## src/hw/rtl/dmd_pkg.sv

```systemverilog
// Shared types, codes and reset values for the dual-unit task dispatcher.
package dmd_pkg;

    localparam int MAX_TASKS  = 7;
    localparam int TASK_IDX_W = 3;
    localparam int ENTRY_W    = 9;
    localparam int CFG_IDX_W  = 3;

    localparam logic [CFG_IDX_W-1:0] REG_TASK_COUNT  = 3'd0;
    localparam logic [CFG_IDX_W-1:0] REG_TASK0_ENTRY = 3'd1;

    localparam logic [1:0] PLACE_ACCEL   = 2'd0;

    localparam logic [1:0] ST_PENDING  = 2'd0;
    localparam logic [1:0] ST_INFLIGHT = 2'd1;
    localparam logic [1:0] ST_DONE     = 2'd2;

    localparam logic [TASK_IDX_W-1:0] DONE_TOTAL_MAX = 3'd7;

    localparam logic [TASK_IDX_W-1:0] TASK_COUNT_RESET = 3'd4;
    localparam logic [MAX_TASKS-1:0][ENTRY_W-1:0] TASK_ENTRY_RESET = {
        9'd0, 9'd0, 9'd0, 9'd2, 9'd129, 9'd128, 9'd0
    };

    typedef struct packed {
        logic [TASK_IDX_W-1:0]             task_count;
        logic [MAX_TASKS-1:0][ENTRY_W-1:0] task_entry;
    } cfg_t;

    typedef struct packed {
        logic op;
        logic accel_finished;
        logic general_finished;
    } item_t;

    typedef struct packed {
        logic [MAX_TASKS-1:0][1:0]  status;
        logic [MAX_TASKS-1:0]       done_bits;
        logic [TASK_IDX_W-1:0]      done_total;
        logic                       accel_busy;
        logic [TASK_IDX_W-1:0]      accel_current;
        logic                       general_busy;
        logic [TASK_IDX_W-1:0]      general_current;
    } state_t;

    typedef struct packed {
        logic                  accel_issue_valid;
        logic [TASK_IDX_W-1:0] accel_issue_task;
        logic                  general_issue_valid;
        logic [TASK_IDX_W-1:0] general_issue_task;
        logic                  accel_retire_valid;
        logic [TASK_IDX_W-1:0] accel_retire_task;
        logic                  general_retire_valid;
        logic [TASK_IDX_W-1:0] general_retire_task;
        logic [MAX_TASKS-1:0]  finished_mask;
        logic                  all_finished;
    } result_t;

endpackage

```

## src/hw/rtl/dmd_cfg_regs.sv

```systemverilog
// Configuration register file: task count and per-task dependency/placement entries.
module dmd_cfg_regs (
    input  logic                           aclk,
    input  logic                           aresetn,
    input  logic                           cfg_wr_en,
    input  logic [dmd_pkg::CFG_IDX_W-1:0]  cfg_index,
    input  logic [dmd_pkg::ENTRY_W-1:0]    cfg_wdata,
    output dmd_pkg::cfg_t                  cfg
);

    dmd_pkg::cfg_t cfg_reg;
    dmd_pkg::cfg_t cfg_next;
    logic [dmd_pkg::CFG_IDX_W-1:0] entry_sel;

    assign entry_sel = cfg_index - dmd_pkg::REG_TASK0_ENTRY;

    always_comb begin
        cfg_next = cfg_reg;
        if (cfg_wr_en) begin
            if (cfg_index == dmd_pkg::REG_TASK_COUNT) begin
                cfg_next.task_count = cfg_wdata[dmd_pkg::TASK_IDX_W-1:0];
            end else begin
                for (int i = 0; i < dmd_pkg::MAX_TASKS; i++) begin
                    if (entry_sel == dmd_pkg::CFG_IDX_W'(i)) begin
                        cfg_next.task_entry[i] = cfg_wdata;
                    end
                end
            end
        end
    end

    always_ff @(posedge aclk) begin
        if (!aresetn) begin
            cfg_reg.task_count <= dmd_pkg::TASK_COUNT_RESET;
            cfg_reg.task_entry <= dmd_pkg::TASK_ENTRY_RESET;
        end else begin
            cfg_reg <= cfg_next;
        end
    end

    assign cfg = cfg_reg;

endmodule

```

## src/hw/rtl/dmd_sched.sv

```systemverilog
// One scheduler step: ready scan, per-unit priority pick, retire and scoreboard update.
module dmd_sched (
    input  dmd_pkg::cfg_t    cfg,
    input  dmd_pkg::item_t   item,
    input  dmd_pkg::state_t  state,
    output dmd_pkg::state_t  state_next,
    output dmd_pkg::result_t result
);

    logic [dmd_pkg::MAX_TASKS-1:0]  accel_cand;
    logic [dmd_pkg::MAX_TASKS-1:0]  general_cand;
    logic                           accel_found;
    logic [dmd_pkg::TASK_IDX_W-1:0] accel_pick;
    logic                           general_found;
    logic [dmd_pkg::TASK_IDX_W-1:0] general_pick;
    logic                           accel_issue;
    logic                           general_issue;
    logic                           accel_busy_mid;
    logic [dmd_pkg::TASK_IDX_W-1:0] accel_cur_mid;
    logic                           general_busy_mid;
    logic [dmd_pkg::TASK_IDX_W-1:0] general_cur_mid;
    logic                           accel_retire;
    logic                           general_retire;
    logic [dmd_pkg::TASK_IDX_W:0]   total_sum;
    dmd_pkg::state_t                upd;

    always_comb begin
        for (int i = 0; i < dmd_pkg::MAX_TASKS; i++) begin
            logic [dmd_pkg::MAX_TASKS-1:0] deps;
            logic                          ready;
            deps  = cfg.task_entry[i][dmd_pkg::MAX_TASKS-1:0];
            ready = (dmd_pkg::TASK_IDX_W'(i) < cfg.task_count)
                 && (state.status[i] == dmd_pkg::ST_PENDING)
                 && ((deps & state.done_bits) == deps);
            accel_cand[i]   = ready && (cfg.task_entry[i][8:7] == dmd_pkg::PLACE_ACCEL);
            general_cand[i] = ready && (cfg.task_entry[i][8:7] != dmd_pkg::PLACE_ACCEL);
        end
    end

    // lowest index wins
    always_comb begin
        accel_found   = 1'b0;
        accel_pick    = '0;
        general_found = 1'b0;
        general_pick  = '0;
        for (int i = dmd_pkg::MAX_TASKS - 1; i >= 0; i--) begin
            if (accel_cand[i]) begin
                accel_found = 1'b1;
                accel_pick  = dmd_pkg::TASK_IDX_W'(i);
            end
            if (general_cand[i]) begin
                general_found = 1'b1;
                general_pick  = dmd_pkg::TASK_IDX_W'(i);
            end
        end
    end

    assign accel_issue      = accel_found && !state.accel_busy;
    assign general_issue    = general_found && !state.general_busy;
    assign accel_busy_mid   = state.accel_busy || accel_issue;
    assign accel_cur_mid    = accel_issue ? accel_pick : state.accel_current;
    assign general_busy_mid = state.general_busy || general_issue;
    assign general_cur_mid  = general_issue ? general_pick : state.general_current;
    assign accel_retire     = accel_busy_mid && item.accel_finished;
    assign general_retire   = general_busy_mid && item.general_finished;

    assign total_sum = {1'b0, state.done_total}
                     + {{dmd_pkg::TASK_IDX_W{1'b0}}, accel_retire}
                     + {{dmd_pkg::TASK_IDX_W{1'b0}}, general_retire};

    always_comb begin
        upd = state;
        for (int i = 0; i < dmd_pkg::MAX_TASKS; i++) begin
            if ((accel_issue && accel_pick == dmd_pkg::TASK_IDX_W'(i))
                || (general_issue && general_pick == dmd_pkg::TASK_IDX_W'(i))) begin
                upd.status[i] = dmd_pkg::ST_INFLIGHT;
            end
            if ((accel_retire && accel_cur_mid == dmd_pkg::TASK_IDX_W'(i))
                || (general_retire && general_cur_mid == dmd_pkg::TASK_IDX_W'(i))) begin
                upd.status[i]    = dmd_pkg::ST_DONE;
                upd.done_bits[i] = 1'b1;
            end
        end
        upd.done_total      = (total_sum > {1'b0, dmd_pkg::DONE_TOTAL_MAX})
                            ? dmd_pkg::DONE_TOTAL_MAX : total_sum[dmd_pkg::TASK_IDX_W-1:0];
        upd.accel_busy      = accel_busy_mid && !accel_retire;
        upd.accel_current   = accel_cur_mid;
        upd.general_busy    = general_busy_mid && !general_retire;
        upd.general_current = general_cur_mid;
    end

    always_comb begin
        result = '0;
        if (item.op) begin
            state_next = '0;
        end else begin
            state_next = upd;
            result.accel_issue_valid    = accel_issue;
            result.accel_issue_task     = accel_issue ? accel_pick : '0;
            result.general_issue_valid  = general_issue;
            result.general_issue_task   = general_issue ? general_pick : '0;
            result.accel_retire_valid   = accel_retire;
            result.accel_retire_task    = accel_retire ? accel_cur_mid : '0;
            result.general_retire_valid = general_retire;
            result.general_retire_task  = general_retire ? general_cur_mid : '0;
        end
        result.finished_mask = state_next.done_bits;
        result.all_finished  = state_next.done_total >= cfg.task_count;
    end

endmodule

```

## src/hw/rtl/dependency_mask_dual_unit_dispatcher.sv

```systemverilog
// Top level of the dual-unit dependency scoreboard dispatcher.
// Each request is a tick (op 0) or a restart (op 1) and yields exactly one result: a
// request is captured in an input register, the scan over all seven tasks, the per-unit
// pick and the retire run combinationally between that register and the output register,
// and the scoreboard updates as the request moves on. The result passes from the input
// register into the output register when that register is free, and is held there for as
// long as m_ready holds a waiting result. One request per cycle is sustained while m_ready
// is high; while a result waits the input register takes one more request and then
// s_ready drops until m_ready returns. Configuration writes belong to idle periods.
module dependency_mask_dual_unit_dispatcher (
    input  logic                             aclk,
    input  logic                             aresetn,
    input  logic                             cfg_wr_en,
    input  logic [dmd_pkg::CFG_IDX_W-1:0]    cfg_index,
    input  logic [dmd_pkg::ENTRY_W-1:0]      cfg_wdata,
    input  logic                             s_valid,
    output logic                             s_ready,
    input  logic                             s_op,
    input  logic                             s_accel_finished,
    input  logic                             s_general_finished,
    output logic                             m_valid,
    input  logic                             m_ready,
    output logic                             m_accel_issue_valid,
    output logic [dmd_pkg::TASK_IDX_W-1:0]   m_accel_issue_task,
    output logic                             m_general_issue_valid,
    output logic [dmd_pkg::TASK_IDX_W-1:0]   m_general_issue_task,
    output logic                             m_accel_retire_valid,
    output logic [dmd_pkg::TASK_IDX_W-1:0]   m_accel_retire_task,
    output logic                             m_general_retire_valid,
    output logic [dmd_pkg::TASK_IDX_W-1:0]   m_general_retire_task,
    output logic [dmd_pkg::MAX_TASKS-1:0]    m_finished_mask,
    output logic                             m_all_finished
);

    dmd_pkg::cfg_t    cfg;
    logic             in_valid_reg;
    dmd_pkg::item_t   in_item_reg;
    dmd_pkg::state_t  state_reg;
    dmd_pkg::state_t  state_next;
    logic             m_valid_reg;
    dmd_pkg::result_t result_reg;
    dmd_pkg::result_t result_next;
    logic             advance;
    logic             move;

    dmd_cfg_regs u_cfg (
        .aclk      (aclk),
        .aresetn   (aresetn),
        .cfg_wr_en (cfg_wr_en),
        .cfg_index (cfg_index),
        .cfg_wdata (cfg_wdata),
        .cfg       (cfg)
    );

    dmd_sched u_sched (
        .cfg        (cfg),
        .item       (in_item_reg),
        .state      (state_reg),
        .state_next (state_next),
        .result     (result_next)
    );

    assign advance = !m_valid_reg || m_ready;
    assign move    = in_valid_reg && advance;
    assign s_ready = !in_valid_reg || advance;

    always_ff @(posedge aclk) begin
        if (!aresetn) begin
            in_valid_reg <= 1'b0;
            m_valid_reg  <= 1'b0;
            state_reg    <= '0;
        end else begin
            if (s_ready) begin
                in_valid_reg <= s_valid;
            end
            if (advance) begin
                m_valid_reg <= in_valid_reg;
            end
            if (move) begin
                state_reg <= state_next;
            end
        end
    end

    always_ff @(posedge aclk) begin
        if (s_valid && s_ready) begin
            in_item_reg.op               <= s_op;
            in_item_reg.accel_finished   <= s_accel_finished;
            in_item_reg.general_finished <= s_general_finished;
        end
        if (move) begin
            result_reg <= result_next;
        end
    end

    assign m_valid                = m_valid_reg;
    assign m_accel_issue_valid    = result_reg.accel_issue_valid;
    assign m_accel_issue_task     = result_reg.accel_issue_task;
    assign m_general_issue_valid  = result_reg.general_issue_valid;
    assign m_general_issue_task   = result_reg.general_issue_task;
    assign m_accel_retire_valid   = result_reg.accel_retire_valid;
    assign m_accel_retire_task    = result_reg.accel_retire_task;
    assign m_general_retire_valid = result_reg.general_retire_valid;
    assign m_general_retire_task  = result_reg.general_retire_task;
    assign m_finished_mask        = result_reg.finished_mask;
    assign m_all_finished         = result_reg.all_finished;

    // each retire sets a fresh finished bit
    a_total_matches_mask: assert property (@(posedge aclk) disable iff (!aresetn)
        $countones(state_reg.done_bits) == int'(state_reg.done_total))
        else $error("finished count out of step with finished mask");

    a_units_distinct: assert property (@(posedge aclk) disable iff (!aresetn)
        state_reg.accel_busy && state_reg.general_busy
        |-> state_reg.accel_current != state_reg.general_current)
        else $error("same task in flight on both units");

    a_issue_distinct: assert property (@(posedge aclk) disable iff (!aresetn)
        m_valid && m_accel_issue_valid && m_general_issue_valid
        |-> m_accel_issue_task != m_general_issue_task)
        else $error("one task issued to both units");

    a_state_holds: assert property (@(posedge aclk) disable iff (!aresetn)
        !move |=> $stable(state_reg))
        else $error("scoreboard changed without a request moving");

endmodule

```

## config.mk

```make
export PLATFORM = sky130hd
export DESIGN_NAME = dependency_mask_dual_unit_dispatcher
export DESIGN_NICKNAME = d
export VERILOG_FILES = /design/src/hw/rtl/dmd_pkg.sv /design/src/hw/rtl/dmd_cfg_regs.sv /design/src/hw/rtl/dmd_sched.sv /design/src/hw/rtl/dependency_mask_dual_unit_dispatcher.sv
export SDC_FILE = /design/constraint.sdc
export NUM_CORES = 1
export LEC_CHECK = 0
export ABC_AREA = 0
export BUFFER_PORTS_ARGS = -buffer_cell sky130_fd_sc_hd__buf_4
export CAP_MARGIN = 5
export CORE_UTILIZATION = 58
export CTS_BUF_LIST = sky130_fd_sc_hd__clkbuf_8
export DETAILED_ROUTE_END_ITERATION = 8
export PLACE_DENSITY = 0.86
export SKIP_CTS_REPAIR_TIMING = 1
export SYNTH_ARGS = -nofsm -noshare
export SYNTH_HDL_FRONTEND = slang
export SYNTH_SLANG_ARGS = --single-unit
```

## constraint.sdc

```tcl
create_clock -name aclk -period 3.95 [get_ports aclk]
set_clock_uncertainty 0.2 [all_clocks]
set_input_delay 0.5925 -clock aclk [delete_from_list [all_inputs] [get_ports aclk]]
set_output_delay 0.5925 -clock aclk [all_outputs]
set_load 0.005 [all_outputs]
```

==> run summary, run 1 <==
Clock transition at the register clock pins on the worst setup and hold paths after CTS - 80 ps
Worst-case hold path end point - in_item_reg[2]$_DFFE_PP_
Register Area - 2820 um2
Via count of the first global-routing pass - 5177
Total length of routed wires - 17220 um
Shortest clock period the worst path allows after layout - 3796 ps
Synthesized net count - 730
Pre-Repair DR Iteration Count - 7
DRC - 0
Cell type with the highest aggregate area in the netlist - sky130_fd_sc_hd__dfxtp_1
Ys async rst share - 0%
Clock tree from TritonCTS - done
Crit path capture type - flop
Final max-slew violation count - 0
Number of cells on the worst hold path - 1
Final setup violating endpoints - 0
Buffers from clock root to sink, at most - 2
Total power - 3.080 mW
Buffer type at the clock tree root - sky130_fd_sc_hd__clkbuf_8
Hold crit path type - primary input to flop
Path depth of the worst reg2reg path - 15
Pleak - 2.758 nW
Die area - 11170 um2
Boundary pin count - 46
Number of fillers in the final layout - 832
Classification of the worst setup path - flop to flop
Vias per std cell - 6.169
Number of distinct library cells after synthesis - 84
Total grt overflow - 0
Top cells by area, synth - sky130_fd_sc_hd__dfxtp_1 32%, sky130_fd_sc_hd__edfxtp_1 13%, sky130_fd_sc_hd__nand2_1 9.2%
Sequential-to-total area share from yosys stat - 45.11%
Post-Synthesis Cell Area - 6235 um2
Least-Margin Pin Slew - 1134 ps
Initial core utilization - 60.12%
Area taken by multi-input logic gates - 3278 um2
Origin of the critical flop-to-flop path - u_cfg.cfg[64]$_SDFFE_PN0P_
NumNets Final - 790
Status - finished, final reports clean
Routability-driven placement congestion ratio - 0.9996
Number of antenna violations at the first check in global routing - 0
# clock sinks - 127
Number of buffers added on ports - 45
DR vias - 5626
Critical path required time - 3960 ps
Worst Min Path Start - s_op
Main flop type after synthesis - sky130_fd_sc_hd__dfxtp_1
Clk Latency, worst-skew pair - 450 ps
Diode count - 0
Synth warnings - 0
Reg-to-reg setup timing slack - 150 ps
Share of Yosys cell area claimed by the top area cell type - 32.11%
Rel. slew slack - 23.84%
Endpoints failing hold - 0
P per Cell Area - 422.8 nW/um2
Global-route wire length before repair - 26890 um
Data arrival at the endpoint of the critical path - 3810 ps
Core box area - 10370 um2
Max reg flops - 66
Detailed placement HPWL - 12390 um
Antenna Nets Post-Route - 0
Number of rows in the core area - 37
Fin crit share - 96.09%
Clock buffer count from CTS - 17
Die height - 105.7 um
Max-capacitance violation count - 0
Sum of negative setup slack - 0 ps
Number of H-tree levels - 4
Cells after synthesis - 704
Routed wire per std cell - 18.88 um
Pin count of the biggest net entering global routing - 93
Type of element launching the critical path - flop
CP max FO - 7
Maximum VDD drop - 0.3270 mV
Synthesis-to-layout area growth - 16.84%
Terminus of the critical flop-to-flop path - m_all_finished$_DFFE_PP_
Number of violations reported at the end of detailed-routing iteration 0 - 473
Combined global-route utilization of all metal layers - 31.63%
Fraction of final layout cells sized beyond drive strength 1 - 20.49%
Number of flops mapped to enable cells by yosys - 27
Fmax achieved - 263.5 MHz
Number of storage elements in the synthesis netlist - 127
Width of the die - 105.7 um
Synth Area per Inst - 8.856 um2
[through the flow]
step                      utilization (%)  setup WS, ps  instances  hold WS, ps  instance area (um2)
after global placement              65.05         153.0        876        242.2                 6745
after detailed placement            65.05         71.11        876        251.5                 6745
final                               70.25         154.5        912        115.8                 7284
after floorplan                         -         298.6        704        230.3                 6235
after CTS                           69.09         45.33        907        106.9                 7164
after global routing                70.25        -27.47        912        102.6                 7284
[metal layers]
layer / wire length (um) / track usage [%]
met5: 0 / 0
met2: 8104 / 51.96
met4: 808 / 16.17
met3: 1388 / 6.555
met1: 6917 / 39.21
[worst max path at each step]
stage,from,to,slack (ps)
finish,u_cfg.cfg[64]$_SDFFE_PN0P_,m_all_finished$_DFFE_PP_,150
detailed placement,state_reg[14]$_SDFFE_PN0P_,m_all_finished$_DFFE_PP_,70
global route,u_cfg.cfg[64]$_SDFFE_PN0P_,m_all_finished$_DFFE_PP_,-30
global placement,state_reg[14]$_SDFFE_PN0P_,m_all_finished$_DFFE_PP_,150
CTS,state_reg[14]$_SDFFE_PN0P_,m_all_finished$_DFFE_PP_,50
floorplan,state_reg[12]$_SDFFE_PN0P_,m_all_finished$_DFFE_PP_,300
[Yosys cell counts (5+ instances only)]
cell                        count
sky130_fd_sc_hd__nand2_1      152
sky130_fd_sc_hd__a22oi_1        8
sky130_fd_sc_hd__edfxtp_1      27
sky130_fd_sc_hd__nor2b_1       31
sky130_fd_sc_hd__o21ai_1        5
sky130_fd_sc_hd__clkbuf_1      21
sky130_fd_sc_hd__and2_1         8
sky130_fd_sc_hd__nand2b_1      10
sky130_fd_sc_hd__or2_2          5
sky130_fd_sc_hd__ha_1           6
sky130_fd_sc_hd__a21boi_0      60
sky130_fd_sc_hd__o21ai_0       13
sky130_fd_sc_hd__nor3_1        11
sky130_fd_sc_hd__inv_1         19
sky130_fd_sc_hd__a21oi_1       25
sky130_fd_sc_hd__o21a_1         6
sky130_fd_sc_hd__dfxtp_1      100
sky130_fd_sc_hd__a2111oi_2      5
sky130_fd_sc_hd__nor2_1        57
sky130_fd_sc_hd__nand4_1       10
sky130_fd_sc_hd__nand3_1       16
[cell usage in the layout, fill, tap and decap left out, types with 4 or more instances in the layout]
| cell type | synthesis | layout |
|---|---|---|
| sky130_fd_sc_hd__nand2_1 | 152 | 151 |
| sky130_fd_sc_hd__dfxtp_1 | 100 | 94 |
| sky130_fd_sc_hd__buf_4 | 0 | 69 |
| sky130_fd_sc_hd__a21boi_0 | 60 | 60 |
| sky130_fd_sc_hd__nor2_1 | 57 | 57 |
| sky130_fd_sc_hd__nor2b_1 | 31 | 31 |
| sky130_fd_sc_hd__edfxtp_1 | 27 | 27 |
| sky130_fd_sc_hd__a21oi_1 | 25 | 25 |
| sky130_fd_sc_hd__inv_1 | 19 | 20 |
| sky130_fd_sc_hd__clkbuf_8 | 3 | 18 |
| sky130_fd_sc_hd__nand3_1 | 16 | 16 |
| sky130_fd_sc_hd__o21ai_0 | 13 | 13 |
| sky130_fd_sc_hd__nor3_1 | 11 | 11 |
| sky130_fd_sc_hd__nand2b_1 | 10 | 10 |
| sky130_fd_sc_hd__nand4_1 | 10 | 10 |
| sky130_fd_sc_hd__and2_1 | 8 | 8 |
| sky130_fd_sc_hd__a22oi_1 | 8 | 7 |
| sky130_fd_sc_hd__o21a_1 | 6 | 6 |
| sky130_fd_sc_hd__ha_1 | 6 | 6 |
| sky130_fd_sc_hd__dfxtp_2 | 0 | 6 |
| sky130_fd_sc_hd__or2_2 | 5 | 5 |
| sky130_fd_sc_hd__o21ai_1 | 5 | 5 |
| sky130_fd_sc_hd__a2111oi_2 | 5 | 4 |
| sky130_fd_sc_hd__a2111oi_4 | 1 | 4 |
| sky130_fd_sc_hd__bufinv_16 | 0 | 4 |
[report_power, final]
group | total (mW) | leakage, nW | internal (mW) | switching (mW)
Clock | 1.22 | 0.222 | 0.694 | 0.524
Sequential | 1.40 | 1.07 | 1.37 | 0.0297
Combinational | 0.464 | 1.46 | 0.181 | 0.283
[cells by family (layout without fill, tap and decap cells)]
| kind of cell | Yosys count | count (layout) | share of synthesized area (%) |
|---|---|---|---|
| multiplexers | 3 | 3 | 0.5619 |
| AND/OR/NAND/NOR | 340 | 340 | 26.69 |
| flip-flops | 127 | 127 | 45.11 |
| buffers and inverters | 49 | 121 | 3.512 |
| XOR/XNOR | 2 | 2 | 0.2810 |
| AO/OA/AOI/OAI | 177 | 177 | 22.64 |
| adder cells (fa/ha/maj) | 6 | 6 | 1.204 |
[final cells by class]
cell class	instances	share of cell area, %
Clock inverter	13	2.353
Timing Repair Buffer	69	7.111
Tap cell	136	2.336
Clock buffer	18	3.401
Sequential cell	127	38.72
Multi-Input combinational cell	528	45.00
Inverter	21	1.082
[critical path, cell delays in order, from the launching register on]
cell and delay, ps:
sky130_fd_sc_hd__dfxtp_1 450, sky130_fd_sc_hd__nand2_1 150, sky130_fd_sc_hd__a2111oi_2 550, sky130_fd_sc_hd__and4_1 280, sky130_fd_sc_hd__nor3_2 70, sky130_fd_sc_hd__and3b_2 230, sky130_fd_sc_hd__nand2b_1 160, sky130_fd_sc_hd__inv_1 90
sky130_fd_sc_hd__ha_1 140, sky130_fd_sc_hd__o21bai_1 130, sky130_fd_sc_hd__and3_2 260, sky130_fd_sc_hd__o21ai_0 100, sky130_fd_sc_hd__ha_1 290, sky130_fd_sc_hd__nand2b_1 140, sky130_fd_sc_hd__a21o_1 170, sky130_fd_sc_hd__a21o_1 160
Note: power is estimated with default switching activity, not from simulation.
==> run 2, diff against run 1 <==
--- a/config.mk
+++ b/config.mk
@@ -9,9 +9,9 @@
 export BUFFER_PORTS_ARGS = -buffer_cell sky130_fd_sc_hd__buf_4
 export CAP_MARGIN = 5
 export CORE_UTILIZATION = 58
-export CTS_BUF_LIST = sky130_fd_sc_hd__clkbuf_8
+export CTS_BUF_LIST = sky130_fd_sc_hd__clkbuf_4 sky130_fd_sc_hd__clkbuf_8
 export DETAILED_ROUTE_END_ITERATION = 8
-export PLACE_DENSITY = 0.86
+export PLACE_DENSITY = 0.79
 export SKIP_CTS_REPAIR_TIMING = 1
 export SYNTH_ARGS = -nofsm -noshare
 export SYNTH_HDL_FRONTEND = slang
==> run 2 against run 1 <==
Effect of this change:
- critical path depth unchanged
- global-route usage grew 1.6 points
- maximum frequency fell by 0.92%
- flip-flop and latch count unchanged
- clock power is 3% lower
- critical path type unchanged
- highest routed layer unchanged
- largest power group unchanged
- worst hold slack gained 4.1 ps
- via count is 1.8% lower
==> run summary, run 2 (synthesized netlist as in run 1, its figures left out) <==
DRC - 0
Hold crit path type - primary input to flop
Origin of the critical flop-to-flop path - state_reg[15]$_SDFFE_PN0P_
Final Instance Area - 7252 um2
Number of antenna violations at the first check in global routing - 0
Final max-slew violation count - 0
Combined global-route utilization of all metal layers - 33.28%
NumNets Final - 790
Final setup violating endpoints - 0
Pre-Repair DR Iteration Count - 5
Leading cell type in the layout, fill and taps excluded - sky130_fd_sc_hd__nand2_1
Register Area - 2818 um2
Die area - 11170 um2
Total length of routed wires - 17770 um
Clock buffer count from CTS - 17
Critical Path Slowest Stage Cell - sky130_fd_sc_hd__or4_4
Sum of negative setup slack - 0 ps
Path depth of the worst reg2reg path - 15
Global-route wire length before repair - 27970 um
Detailed placement HPWL - 13190 um
Worst-case hold path end point - in_item_reg[0]$_DFFE_PP_
Initial core utilization - 60.12%
Classification of the worst setup path - flop to flop
Least-Margin Pin Slew - 1049 ps
Worst Min Path Start - s_general_finished
Routability-driven placement congestion ratio - 0.9601
Vias per std cell - 6.054
Buffers from clock root to sink, at most - 2
Maximum VDD drop - 0.2804 mV
Pleak - 2.714 nW
Status - finished, final reports clean
Core box area - 10370 um2
Max reg flops - 66
Number of buffers added on ports - 45
Unrepaired setup endpoints after global routing - no
Terminus of the critical flop-to-flop path - m_all_finished$_DFFE_PP_
Buffer type at the clock tree root - sky130_fd_sc_hd__clkbuf_8
# clock sinks - 127
Diode count - 0
Total grt overflow - 0
Fraction of final layout cells sized beyond drive strength 1 - 19.82%
Number of fillers in the final layout - 818
P per Cell Area - 421.0 nW/um2
Crit-path max cell delay - 570 ps
Fin crit share - 96.98%
Width of the die - 105.7 um
Area taken by multi-input logic gates - 3257 um2
Die height - 105.7 um
Number of violations reported at the end of detailed-routing iteration 0 - 346
Crit path capture type - flop
Area of placed instances - 6775 um2
Data arrival at the endpoint of the critical path - 3840 ps
Clk Latency, worst-skew pair - 450 ps
Synthesis-to-layout area growth - 16.32%
Reg-to-reg setup timing slack - 120 ps
Total power - 3.053 mW
CP max FO - 5
Fmax achieved - 261.0 MHz
Clock transition at the register clock pins on the worst setup and hold paths after CTS - 80 ps
Commonest cells after routing, fill and taps aside - 152 x sky130_fd_sc_hd__nand2_1, 98 x sky130_fd_sc_hd__dfxtp_1, 69 x sky130_fd_sc_hd__buf_4
Shortest clock period the worst path allows after layout - 3831 ps
Type of element launching the critical path - flop
Utilization of the core after routing - 69.93%
Endpoints failing hold - 0
Boundary pin count - 46
Number of rows in the core area - 37
Critical path required time - 3960 ps
Routed wire per std cell - 19.46 um
Clock tree from TritonCTS - done
DR vias - 5527
Via count of the first global-routing pass - 5285
Critical path cell sequence - inv_1 -> a221o_1 -> or4_4 -> o31ai_4 -> o41ai_1 -> buf_4 -> xnor2_1 -> ha_1 -> o21bai_1 -> and3_2 -> o21ai_1 -> ha_1 -> nand2b_1 -> a21o_1 -> a21o_1
Antenna Nets Post-Route - 0
Max-capacitance violation count - 0
Rel. slew slack - 29.53%
Number of cells on the worst hold path - 1
Pin count of the biggest net entering global routing - 93
Number of H-tree levels - 4
-- run 2: changes by cell type in the layout (fill, tap and decap cells not counted), moves of 2 or more --
| cell | delta |
|---|---|
| sky130_fd_sc_hd__inv_6 | +6 |
| sky130_fd_sc_hd__dfxtp_2 | -5 |
| sky130_fd_sc_hd__dfxtp_1 | +4 |
| sky130_fd_sc_hd__bufinv_16 | -2 |
| sky130_fd_sc_hd__clkinv_2 | -2 |
-- run 2: final cells by class --
type | count | area share (%)
timing repair buffer | 69 | 7.143
tap | 136 | 2.346
clock buffer | 19 | 3.606
multi-input combinational | 528 | 44.91
clock inverter | 13 | 2.053
sequential | 127 | 38.85
inverter | 21 | 1.087
-- run 2: stage by stage --
stage | setup WS, ps | instances | hold WS, ps
floorplan | 298.6 | 704 | 230.3
global placement | 187.4 | 880 | 245.1
detailed placement | 64.76 | 880 | 255.5
CTS | 36.54 | 912 | 102.5
global route | 3.971 | 913 | 101.4
finish | 119.2 | 913 | 119.9
-- run 2: worst max-delay path: cells and delay by family, from the launching register on --
family	cells	cell delay (ps)
AOI/OAI and AO/OA	7	1240
and+or+nand+nor	3	970
adders and majority gates	2	430
DFF	1	340
buffers and inverters	2	290
xor gates and xnor gates	1	120
-- run 2: per-layer routing --
layer	GRT usage (%)	share of wire, %	vias to the layer above
met1	39.45	39	2596
met5	0	0	-
met4	18.25	4.1	0
met2	55.56	49	256
li1	-	-	2617
met3	7.792	8.0	58
-- run 2: worst max-delay path by stage --
stage | from | end | slack, ps
final | state_reg[15]$_SDFFE_PN0P_ | m_all_finished$_DFFE_PP_ | 120
after global routing | state_reg[12]$_SDFFE_PN0P_ | m_all_finished$_DFFE_PP_ | 4
after CTS | state_reg[17]$_SDFFE_PN0P_ | m_all_finished$_DFFE_PP_ | 40
after detailed placement | state_reg[17]$_SDFFE_PN0P_ | m_all_finished$_DFFE_PP_ | 60
after global placement | state_reg[12]$_SDFFE_PN0P_ | m_all_finished$_DFFE_PP_ | 190
after floorplan | state_reg[12]$_SDFFE_PN0P_ | m_all_finished$_DFFE_PP_ | 300
-- run 2: report_power, final --
group | switching [mW] | internal, mW | total, mW
clock network | 0.571 | 0.607 | 1.18
logic | 0.291 | 0.189 | 0.480
registers | 0.0280 | 1.37 | 1.40
total | 0.890 | 2.16 | 3.05
